$ cat config.mk
export PLATFORM = sky130hd
export DESIGN_NAME = priority_server_selector
export DESIGN_NICKNAME = d
export VERILOG_FILES = /design/src/pss_pkg.sv /design/src/pss_datapath.sv /design/src/pss_ctrl.sv /design/src/priority_server_selector.sv
export SDC_FILE = /design/constraint.sdc
export NUM_CORES = 1
export LEC_CHECK = 0
export BUFFER_PORTS_ARGS = -buffer_cell sky130_fd_sc_hd__buf_2
export CORE_ASPECT_RATIO = 0.75
export CORE_MARGIN = 3
export CORE_UTILIZATION = 31
export CTS_BUF_LIST = sky130_fd_sc_hd__clkbuf_8
export DETAILED_ROUTE_END_ITERATION = 16
export HOLD_SLACK_MARGIN = 0.05
export PLACE_DENSITY_LB_ADDON = 0.05
export SKIP_LAST_GASP = 1
export SYNTH_ARGS = -nofsm -noshare
export SYNTH_HDL_FRONTEND = slang
export SYNTH_SLANG_ARGS = --single-unit
$ cat constraint.sdc
create_clock -name clk_i -period 11.65 [get_ports clk_i]
set_clock_uncertainty 0.1 [all_clocks]
set_input_delay 2.33 -clock clk_i [delete_from_list [all_inputs] [get_ports clk_i]]
set_output_delay 2.33 -clock clk_i [all_outputs]
set_load 0.02 [all_outputs]
$ cat src/pss_pkg.sv
// Shared types and constants for the priority server selector.
// Holds command, policy and status codes and the controller-to-datapath structs.
// No dependencies.
package pss_pkg;

  // Input command codes.
  typedef enum logic [1:0] {
    CMD_SELECT = 2'd0,
    CMD_LOAD   = 2'd1,
    CMD_ONLINE = 2'd2,
    CMD_RETIRE = 2'd3
  } cmd_e;

  // Selection policy codes.
  typedef enum logic [1:0] {
    POL_PRICE   = 2'd0,
    POL_QUEUE   = 2'd1,
    POL_PERF    = 2'd2,
    POL_UNKNOWN = 2'd3
  } policy_e;

  // Result status codes.
  typedef enum logic [1:0] {
    ST_OK             = 2'd0,
    ST_NONE_AVAILABLE = 2'd1,
    ST_NONE_ONLINE    = 2'd2
  } status_e;

  // Configuration register file.
  localparam int unsigned CFG_W = 5;
  localparam logic [CFG_W-1:0] CAPACITY_RESET = 5'd16;
  localparam logic REG_QUEUE_CAPACITY = 1'b0;

  // Commands from the controller to the datapath.
  typedef struct packed {
    logic capture;
    logic scan_step;
    logic scan_active;
    logic update;
    logic pick;
    logic out_load;
  } pss_cmd_t;

  // Status from the datapath to the controller.
  typedef struct packed {
    logic in_select;
    logic scan_last;
  } pss_sts_t;

endpackage

$ cat src/pss_datapath.sv
// Datapath of the priority server selector: server table, scan compare stage,
// result and output registers.
// Depends on pss_pkg.
module pss_datapath import pss_pkg::*; #(
  parameter int unsigned NUM_SERVERS = 8,
  parameter int unsigned MAX_QUEUE   = 16
) (
  input  logic             clk_i,
  input  logic             rst_ni,
  input  pss_cmd_t         ctrl_i,
  output pss_sts_t         sts_o,
  input  logic [CFG_W-1:0] capacity_i,
  input  logic [1:0]       cmd_i,
  input  logic [1:0]       policy_i,
  input  logic [2:0]       server_index_i,
  input  logic [15:0]      price_i,
  input  logic [15:0]      performance_i,
  input  logic             online_flag_i,
  output logic [1:0]       status_o,
  output logic [2:0]       chosen_server_o
);

  localparam int unsigned IDX_W = (NUM_SERVERS > 1) ? $clog2(NUM_SERVERS) : 1;
  localparam int unsigned QW = $clog2(MAX_QUEUE + 1);
  localparam int unsigned CAPW = (QW > CFG_W) ? QW : CFG_W;
  localparam logic [IDX_W-1:0] LAST_IDX = IDX_W'(NUM_SERVERS - 1);
  localparam logic [CAPW-1:0] MAX_CAP = CAPW'(MAX_QUEUE);

  // Latched item.
  cmd_e             cmd_q;
  policy_e          policy_q;
  logic [15:0]      price_q;
  logic [15:0]      perf_q;
  logic             flag_q;
  logic             idx_ok_q;
  logic [IDX_W-1:0] addr_q;

  // Server table.
  logic [15:0]            price_mem [NUM_SERVERS];
  logic [15:0]            perf_mem  [NUM_SERVERS];
  logic [NUM_SERVERS-1:0] online_q;
  logic [QW-1:0]          queue_q   [NUM_SERVERS];

  // Registered read of the entry at addr_q.
  logic [15:0]      rd_price_q;
  logic [15:0]      rd_perf_q;
  logic             rd_online_q;
  logic [QW-1:0]    rd_queue_q;
  logic [IDX_W-1:0] st_idx_q;
  logic             st_vld_q;

  // Best candidate so far.
  logic             found_q;
  logic             any_online_q;
  logic [15:0]      best_val_q;
  logic [IDX_W-1:0] best_idx_q;
  logic [QW-1:0]    best_queue_q;

  // Result and output payload.
  status_e          res_status_q;
  logic [2:0]       res_chosen_q;
  status_e          out_status_q;
  logic [2:0]       out_chosen_q;

  logic             tbl_we;
  logic             grant;
  logic             q_we;
  logic [IDX_W-1:0] q_waddr;
  logic [QW-1:0]    q_wdata;
  logic [CAPW-1:0]  cap;
  logic             eligible;
  logic [15:0]      cand;
  logic             better;

  assign sts_o.in_select = (cmd_e'(cmd_i) == CMD_SELECT);
  assign sts_o.scan_last = (addr_q == LAST_IDX);

  // Capture the item and step the table address during a scan.
  always_ff @(posedge clk_i) begin
    if (ctrl_i.capture) begin
      cmd_q    <= cmd_e'(cmd_i);
      policy_q <= policy_e'(policy_i);
      price_q  <= price_i;
      perf_q   <= performance_i;
      flag_q   <= online_flag_i;
      idx_ok_q <= (32'(server_index_i) < 32'(NUM_SERVERS));
      addr_q   <= (cmd_e'(cmd_i) == CMD_SELECT) ? '0 : IDX_W'(server_index_i);
    end else if (ctrl_i.scan_step) begin
      addr_q <= addr_q + 1'b1;
    end
  end

  assign tbl_we = ctrl_i.update && idx_ok_q;
  assign grant  = ctrl_i.pick && any_online_q && found_q && (policy_q != POL_UNKNOWN);

  // Price and performance memories: one write port, one registered read port.
  always_ff @(posedge clk_i) begin
    if (tbl_we && (cmd_q == CMD_LOAD)) begin
      price_mem[addr_q] <= price_q;
      perf_mem[addr_q]  <= perf_q;
    end
    rd_price_q <= price_mem[addr_q];
    rd_perf_q  <= perf_mem[addr_q];
  end

  // Queue count write: the granted server goes up, or the addressed one is
  // drained or retires a job.
  always_comb begin
    q_we    = 1'b0;
    q_waddr = addr_q;
    q_wdata = rd_queue_q;
    if (grant) begin
      q_we    = 1'b1;
      q_waddr = best_idx_q;
      q_wdata = best_queue_q + 1'b1;
    end else if (tbl_we) begin
      case (cmd_q)
        CMD_ONLINE: begin
          if (!flag_q) begin
            q_we    = 1'b1;
            q_wdata = '0;
          end
        end
        CMD_RETIRE: begin
          if (rd_queue_q != '0) begin
            q_we    = 1'b1;
            q_wdata = rd_queue_q - 1'b1;
          end
        end
        default: begin
        end
      endcase
    end
  end

  // Online flags and queue counts clear on reset.
  always_ff @(posedge clk_i or negedge rst_ni) begin
    if (!rst_ni) begin
      online_q <= '0;
      for (int i = 0; i < NUM_SERVERS; i++) begin
        queue_q[i] <= '0;
      end
    end else begin
      if (tbl_we && (cmd_q == CMD_ONLINE)) begin
        online_q[addr_q] <= flag_q;
      end
      if (q_we) begin
        queue_q[q_waddr] <= q_wdata;
      end
    end
  end

  // Read stage for the flag and count, aligned with the memory read.
  always_ff @(posedge clk_i) begin
    rd_online_q <= online_q[addr_q];
    rd_queue_q  <= queue_q[addr_q];
    st_idx_q    <= addr_q;
  end

  always_ff @(posedge clk_i or negedge rst_ni) begin
    if (!rst_ni) begin
      st_vld_q <= 1'b0;
    end else begin
      st_vld_q <= ctrl_i.scan_active;
    end
  end

  // Compare the entry in the read stage against the best so far.
  always_comb begin
    cap      = (CAPW'(capacity_i) > MAX_CAP) ? MAX_CAP : CAPW'(capacity_i);
    eligible = rd_online_q && (CAPW'(rd_queue_q) < cap);
    case (policy_q)
      POL_PRICE: cand = rd_price_q;
      POL_QUEUE: cand = 16'(rd_queue_q);
      default:   cand = rd_perf_q;
    endcase
    better = !found_q ||
             ((policy_q == POL_PERF) ? (cand > best_val_q) : (cand < best_val_q));
  end

  always_ff @(posedge clk_i or negedge rst_ni) begin
    if (!rst_ni) begin
      found_q      <= 1'b0;
      any_online_q <= 1'b0;
    end else if (ctrl_i.capture) begin
      found_q      <= 1'b0;
      any_online_q <= 1'b0;
    end else if (st_vld_q) begin
      any_online_q <= any_online_q | rd_online_q;
      if (eligible && better) begin
        found_q <= 1'b1;
      end
    end
  end

  always_ff @(posedge clk_i) begin
    if (st_vld_q && eligible && better) begin
      best_val_q   <= cand;
      best_idx_q   <= st_idx_q;
      best_queue_q <= rd_queue_q;
    end
  end

  // Form the result, then move it to the output register.
  always_ff @(posedge clk_i) begin
    if (ctrl_i.update) begin
      res_status_q <= ST_OK;
      res_chosen_q <= '0;
    end else if (ctrl_i.pick) begin
      if (!any_online_q) begin
        res_status_q <= ST_NONE_ONLINE;
        res_chosen_q <= '0;
      end else if (!grant) begin
        res_status_q <= ST_NONE_AVAILABLE;
        res_chosen_q <= '0;
      end else begin
        res_status_q <= ST_OK;
        res_chosen_q <= 3'(best_idx_q);
      end
    end
    if (ctrl_i.out_load) begin
      out_status_q <= res_status_q;
      out_chosen_q <= res_chosen_q;
    end
  end

  assign status_o        = out_status_q;
  assign chosen_server_o = out_chosen_q;

endmodule

$ cat src/pss_ctrl.sv
// Controller of the priority server selector: sequences capture, table scan,
// update and output handoff.
// Depends on pss_pkg.
module pss_ctrl import pss_pkg::*; (
  input  logic     clk_i,
  input  logic     rst_ni,
  input  logic     in_valid_i,
  output logic     in_stall_o,
  output logic     out_valid_o,
  input  logic     out_stall_i,
  input  pss_sts_t sts_i,
  output pss_cmd_t ctrl_o
);

  typedef enum logic [6:0] {
    S_IDLE   = 7'b0000001,
    S_FETCH  = 7'b0000010,
    S_UPDATE = 7'b0000100,
    S_SCAN   = 7'b0001000,
    S_DRAIN  = 7'b0010000,
    S_PICK   = 7'b0100000,
    S_DONE   = 7'b1000000
  } state_e;

  state_e state_q;
  state_e state_d;
  logic   out_valid_q;
  logic   out_valid_d;
  logic   in_acc;
  logic   out_free;

  assign in_stall_o  = (state_q != S_IDLE);
  assign in_acc      = in_valid_i && (state_q == S_IDLE);
  assign out_free    = !out_valid_q || !out_stall_i;
  assign out_valid_o = out_valid_q;

  // Next state.
  always_comb begin
    state_d = state_q;
    unique case (state_q)
      S_IDLE: begin
        if (in_acc) begin
          state_d = sts_i.in_select ? S_SCAN : S_FETCH;
        end
      end
      S_FETCH:  state_d = S_UPDATE;
      S_UPDATE: state_d = S_DONE;
      S_SCAN: begin
        if (sts_i.scan_last) begin
          state_d = S_DRAIN;
        end
      end
      S_DRAIN:  state_d = S_PICK;
      S_PICK:   state_d = S_DONE;
      S_DONE: begin
        if (out_free) begin
          state_d = S_IDLE;
        end
      end
      default:  state_d = S_IDLE;
    endcase
  end

  // Datapath commands.
  always_comb begin
    ctrl_o.capture     = in_acc;
    ctrl_o.scan_step   = (state_q == S_SCAN) && !sts_i.scan_last;
    ctrl_o.scan_active = (state_q == S_SCAN);
    ctrl_o.update      = (state_q == S_UPDATE);
    ctrl_o.pick        = (state_q == S_PICK);
    ctrl_o.out_load    = (state_q == S_DONE) && out_free;
  end

  // Output valid holds until the item is taken.
  always_comb begin
    out_valid_d = out_valid_q;
    if (ctrl_o.out_load) begin
      out_valid_d = 1'b1;
    end else if (!out_stall_i) begin
      out_valid_d = 1'b0;
    end
  end

  always_ff @(posedge clk_i or negedge rst_ni) begin
    if (!rst_ni) begin
      state_q     <= S_IDLE;
      out_valid_q <= 1'b0;
    end else begin
      state_q     <= state_d;
      out_valid_q <= out_valid_d;
    end
  end

endmodule

$ cat src/priority_server_selector.sv
// Priority server selector: a selection request scans the table, reading one server
// entry per cycle through the table port, then picks a result; load, online and retire
// commands fetch and update the addressed entry. The block takes no new command until
// the result of the current one has moved to the output register.
// Reset (rst_ni low, asynchronous) takes every server offline, empties all queues
// and sets the queue capacity to 16; prices and performances stay unknown until loaded.
module priority_server_selector import pss_pkg::*; #(
  parameter int unsigned NUM_SERVERS = 8,
  parameter int unsigned MAX_QUEUE   = 16
) (
  input  logic        clk_i,
  input  logic        rst_ni,
  // Configuration port.
  input  logic        psel,
  input  logic        penable,
  input  logic        pwrite,
  input  logic [2:0]  paddr,
  input  logic [31:0] pwdata,
  output logic [31:0] prdata,
  output logic        pready,
  // Input channel.
  input  logic        in_valid_i,
  output logic        in_stall_o,
  input  logic [1:0]  cmd_i,
  input  logic [1:0]  policy_i,
  input  logic [2:0]  server_index_i,
  input  logic [15:0] price_i,
  input  logic [15:0] performance_i,
  input  logic        online_flag_i,
  // Output channel.
  output logic        out_valid_o,
  input  logic        out_stall_i,
  output logic [1:0]  status_o,
  output logic [2:0]  chosen_server_o
);

  logic [CFG_W-1:0] queue_capacity_q;
  pss_cmd_t         ctrl;
  pss_sts_t         sts;

  // Configuration register; written in the access phase.
  always_ff @(posedge clk_i or negedge rst_ni) begin
    if (!rst_ni) begin
      queue_capacity_q <= CAPACITY_RESET;
    end else if (psel && penable && pwrite && (paddr[2] == REG_QUEUE_CAPACITY)) begin
      queue_capacity_q <= pwdata[CFG_W-1:0];
    end
  end

  assign pready = 1'b1;
  assign prdata = (paddr[2] == REG_QUEUE_CAPACITY) ? 32'(queue_capacity_q) : '0;

  pss_ctrl u_ctrl (
    .clk_i       (clk_i),
    .rst_ni      (rst_ni),
    .in_valid_i  (in_valid_i),
    .in_stall_o  (in_stall_o),
    .out_valid_o (out_valid_o),
    .out_stall_i (out_stall_i),
    .sts_i       (sts),
    .ctrl_o      (ctrl)
  );

  pss_datapath #(
    .NUM_SERVERS (NUM_SERVERS),
    .MAX_QUEUE   (MAX_QUEUE)
  ) u_datapath (
    .clk_i           (clk_i),
    .rst_ni          (rst_ni),
    .ctrl_i          (ctrl),
    .sts_o           (sts),
    .capacity_i      (queue_capacity_q),
    .cmd_i           (cmd_i),
    .policy_i        (policy_i),
    .server_index_i  (server_index_i),
    .price_i         (price_i),
    .performance_i   (performance_i),
    .online_flag_i   (online_flag_i),
    .status_o        (status_o),
    .chosen_server_o (chosen_server_o)
  );

endmodule

After elaboration in Yosys (flattened, before gate mapping). Memories as Yosys holds them, arrays and structs flattened. A register that Yosys moved wholly into a read port is not among the register bits. Cells that the tools add are included. Widths: inputs -> output; s select.

Register bits: 147. Memory bits (writable): 256. Output and inout bits: 40. Logic and storage cells: 147. Memories kept: 2.

Memories: u_datapath.perf_mem (words 8, bits a word 16, rd ports 1, clocked after Yosys merged registers in 1, write ports 1, line pss_datapath.sv:40) `logic [15:0] perf_mem [NUM_SERVERS];`; u_datapath.price_mem (words 8, bits a word 16, rd ports 1, clocked after Yosys merged registers in 1, write ports 1, line pss_datapath.sv:39) `logic [15:0] price_mem [NUM_SERVERS];`.

$add $sub $neg: 3. Magnitude comparators: 9. Equality and inequality tests: 19. Muxes and demuxes: 47. Bitwise operators: 4. Reductions and logical operators: 32.

Operators by type and width (number): $mux 5 (9); $pmux 7 s6 (1); $bwmux 40 (1); $pmux 16 s2 (1); $mux 7 (3); $mux 3 (6); $logic_and 1x1->1 (17); $mux 1 (17); $gt 16x16->1 (1); $lt 16x16->1 (1); $bmux 5 s3 (1); $demux 5 s3 (1); $pmux 5 s2 (1); $bwmux 8 (1); $ge 4x4->1 const B (2); $not 3->4 (2); $eq 7x1->1 const B (1); $eq 7x2->1 const B (1); $eq 7x3->1 const B (1); $eq 7x4->1 const B (1); $eq 7x5->1 const B (1); $eq 7x6->1 const B (1); $eq 7x7->1 const B (1); $ne 7x1->1 const B (1); 28 further kinds (41).

Depth between registers and ports, before layout.
Word-level depth: 11. Depth in mapped cells: 10. Depth with buffers taken out: 8.

Hierarchy. From an unflattened synthesis, not the netlist that was laid out.

Cell total of the unflattened synthesis: 1082. Area, all modules: 17166.5 um^2.

By module, submodules not included: pss_datapath (times used 1, cells an instance 988, area an instance 16221.8 um^2, seq. area each 11956.5 um^2); pss_ctrl (times used 1, cells an instance 48, area an instance 476.7 um^2, seq. area each 201.4 um^2); priority_server_selector (times used 1, cells an instance 46, area an instance 467.9 um^2, seq. area each 126.4 um^2).

Worst setup path before layout. OpenSTA, ideal clock, no wires.

Path kind: input port to output port. Start: input port paddr[2]. End: output port prdata[0]. Arrival: 2634 ps. Required time: 9220 ps. Setup slack: 6586 ps. Stages on the path: 1. Path through: nor2b_1.

Longest elaborated chain between the ends: 1.

Ends and longest elaborated chain: from (decl) (line priority_server_selector.sv:17) `input logic [2:0] paddr,`; $mux 5 (line priority_server_selector.sv:51) `assign prdata = (paddr[2] == REG_QUEUE_CAPACITY) ? 32'(queue_capacity_q) : '0;`; to (decl) (line priority_server_selector.sv:19) `output logic [31:0] prdata,`.

Every way passes these cells.

Final worst setup path.
Start: input port paddr[2]. End: output port prdata[1].

Same word-level chain as after synthesis.

==> summary.txt <==
GRT
  • Largest net degree at the start of global routing: 65
  • Met3 Use GR: 3.35%
  • Met1 usage: 22.7%
  • Vias in the first global route: 9,461
  • Gr usage total: 15.9%
  • GR Overflow Total: 0
  • First-pass GRT wire length: 64,600 um
  • Met2 usage in global routing: 24.5%
  • GRT Max-Usage Layer: met2
  • Initial antenna violation count: 0

Final layout
  • Most frequent cells in the layout: edfxtp_1 (325), a22oi_1 (152), clkbuf_8 (84)
  • Diode count: 0
  • Fin nets: 1,251
  • Ratio of cells with drive above 1 in the final layout: 22.3%
  • Layout Utilization: 36.6%
  • Synthesis-to-finish area growth: 15.4%
  • Area occupied by multi-input gates: 3950 um2
  • Area taken by flip-flops and latches: 12,300 um2
  • Commonest non-fill, non-tap cell in the layout: edfxtp_1
  • Post-route cell area: 19,100 um2
  • # fillers: 4,995

Power
  • Pwr/cell area: 206 nW/um2
  • Worst vdd ir: 0.0889 mV
  • Power Total: 3.94 mW
  • P_leak: 6.81 nW

Synthesis
  • Post-synthesis mux area share: 4.15%
  • Synth Register Bits: 435
  • Synthesis Warnings: 0
  • Post-Synth Simple-Gate Area: 5.83%
  • Mapped cell area: 16,600 um2
  • Syn_area_per_cell: 16.0 um2
  • Compound-Gate Fraction of Synth Area: 10.6%
  • Sequential area share after synthesis: 74.2%
  • Synth Instances: 1,032
  • Synth Area in Adders: 1.81%
  • Primary FF master, synth: edfxtp_1
  • Post-synth ARST share: 14.7%
  • Number of synthesized flops with an enable pin: 325
  • Xor-xnor portion of the synthesized cell area: 0.212%
  • Library cells used by synthesis: 61
  • Main combinational cell family by area after synthesis: compound AO/OA/AOI/OAI gates

Place
  • Post-DP Area: 17,700 um2
  • Port bufs: 64
  • RePlAce Congestion: 0.690
  • Post-detail-place hpwl: 24,100 um
  • Pre-CTS setup slack: 6.47 ns

Critical path
  • Critical Path Stages: 3
  • Worst Path Arrival: 2.74 ns
  • Top cell by count, worst path: buf_2
  • Worst path top cell family by delay: buffers and inverters
  • Critical path fanouts, max: 6
  • Setup crit end kind: primary output
  • Slowest cell on the critical path: buf_2
  • Crit-path cells: buf_2 -> nor2b_1 -> buf_2
  • Worst Setup Start Kind: input port
  • Crit path required time: 9.22 ns
  • Slowest stage delay, CP: 0.17 ns
  • Setup CP Type: input port to primary output
  • CP bufs+invs: 2
  • Reg2Reg Depth: 9

Clocking
  • Num CTS Buffers: 73
  • CTS H-tree lvls: 3
  • Clock Path Buffers: 3
  • Worst-Skew Late Latency: 0.65 ns
  • Clk sinks: 435
  • Resized Gates After CTS: 0
  • Setup bufs post-CTS: 0
  • Hold buffers post-CTS: 0
  • CTS tree: done
  • Clock transition at path regs: 0.06 ns
  • CTS root buffer: clkbuf_8

STA
  • Period utilisation layout: 44.4%
  • Worst slew margin: 40.4%
  • Setup TNS: 0 ns
  • Least-Margin Pin Slew: 0.894 ns
  • PnR worst setup slack: 6.48 ns
  • RSZ-0062 raised after global routing: no
  • Final-report setup violation count: 0
  • Final hold vios: 0
  • Post-layout minimum cycle time: 5.17 ns
  • Max-slew violations: 0
  • Max frequency: 193 MHz

Detailed routing
  • Vias/cell: 4.79
  • 1st-pass router iterations: 5
  • ANT nets after route: 0
  • Vias: 9,126
  • DRC: 0
  • WL per Instance: 23.1 um
  • Final wirelength: 44,100 um
  • Iteration-0 DRC Markers: 612

Floorplan
  • Row count: 72
  • Die area: 56,300 um2
  • Die span in x: 273 um
  • Die height: 206 um
  • Starting density of the core: 31.7%
  • Ports: 122
  • Core Region: 52,200 um2

Min path
  • Hold Crit Class: register to register
  • Hold Crit Depth: 0

Job
  • Max Cap Viol: 0

Status
  • Status: complete, no violations
flip-flops by register name, summed over array words and instances, names as in the netlist, 2 cells and up:
signal                      count
queue_capacity_q                5
u_ctrl.state_q                  7
u_datapath.addr_q               3
u_datapath.best_idx_q           3
u_datapath.best_queue_q         5
u_datapath.best_val_q          16
u_datapath.chosen_server_o      3
u_datapath.cmd_q                2
u_datapath.online_q             8
u_datapath.perf_mem           128
u_datapath.perf_q              16
u_datapath.policy_q             2
u_datapath.price_mem          128
u_datapath.price_q             16
u_datapath.queue_q             40
u_datapath.rd_perf_q           16
u_datapath.rd_price_q          16
u_datapath.rd_queue_q           5
u_datapath.res_chosen_q         3
u_datapath.res_status_q         2
u_datapath.st_idx_q             3
u_datapath.status_o             2
layer usage:
layer  vias up  part of all wire, %  wire length (um)
met5         -                    0                 0
met4         0                  2.1               941
met3        77                  3.5              1550
met2       169                   44             19600
met1      4641                   50             22000
li1       4239                    -                 -
worst register-to-register path, cell delays in order (launching register included):
cell      delay, ns
edfxtp_1       0.86
nor2_1         0.39
a22o_1         0.32
ha_1           0.32
nand4_1        0.18
or4_1          0.59
a21oi_1        0.17
nor4b_1        0.10
a311oi_4       0.46
buf_4          0.39
final timing paths:
path                                         from                  endpoint  slack [ns]
min in group asynchronous                  rst_ni   u_datapath.any_online_q        1.79
hold / removal             u_datapath.st_idx_q[0]  u_datapath.best_idx_q[0]        0.32
max in group asynchronous                  rst_ni    u_datapath.online_q[6]        9.07
hold reg to reg            u_datapath.st_idx_q[0]  u_datapath.best_idx_q[0]        0.32
setup reg to reg           u_datapath.policy_q[0]  u_datapath.best_idx_q[1]        7.43
setup / recovery                         paddr[2]                 prdata[1]        6.48
per-stage QoR:
| step | hold slack [ns] | std cells |
|---|---|---|
| 2_1_floorplan | 0.275 | 1058 |
| 3_3_place_gp | 0.285 | 1773 |
| 3_5_place_dp | 0.291 | 1773 |
| 4_1_cts | 0.318 | 1906 |
| 5_1_grt | 0.321 | 1906 |
| 6_report | 0.319 | 1906 |
report_power, final:
group          total (mW)  switching (mW)  internal (mW)
registers            1.99           0.129           1.86
logic               0.667           0.460          0.207
clock network        1.28           0.623          0.660
total                3.94            1.21           2.73
cells by family after synthesis:
family / after synthesis
xor+xnor: 4
other cells: 2
simple gates: 163
mux: 62
compound gates: 232
fa+ha+maj: 24
buf+inv: 110
flops: 435
area by class of cell:
type	count	share of cell area, %
flip-flops and latches	435	64.3
multi-input cells	513	20.7
clock buffers	84	6.05
well taps	703	4.60
repair buffers	84	2.46
clock inverters	49	1.13
inverters	38	0.747
synthesized netlist by cell type (5+ instances only):
cell      count  share of area [%]
a22o_1        9               0.48
a211oi_4      8               0.97
mux2i_1      13               0.79
nand2_1      41               0.93
dfrtp_1      62                9.4
dfxtp_1      46                5.6
a22oi_1     152                6.9
clkbuf_1     39               0.88
nand2b_1      7               0.26
nor2_1       16               0.36
nor3_1        6               0.18
mux2_2       46                3.1
a21oi_1      15               0.45
ha_1         24                1.8
buf_4        28                1.3
o21ai_0      26               0.79
inv_1        38               0.86
edfxtp_1    325                 59
nand3_1       5               0.15
nor2b_1       8               0.30
nand4_1      42                1.6
Power figures use the tool's default switching activity.
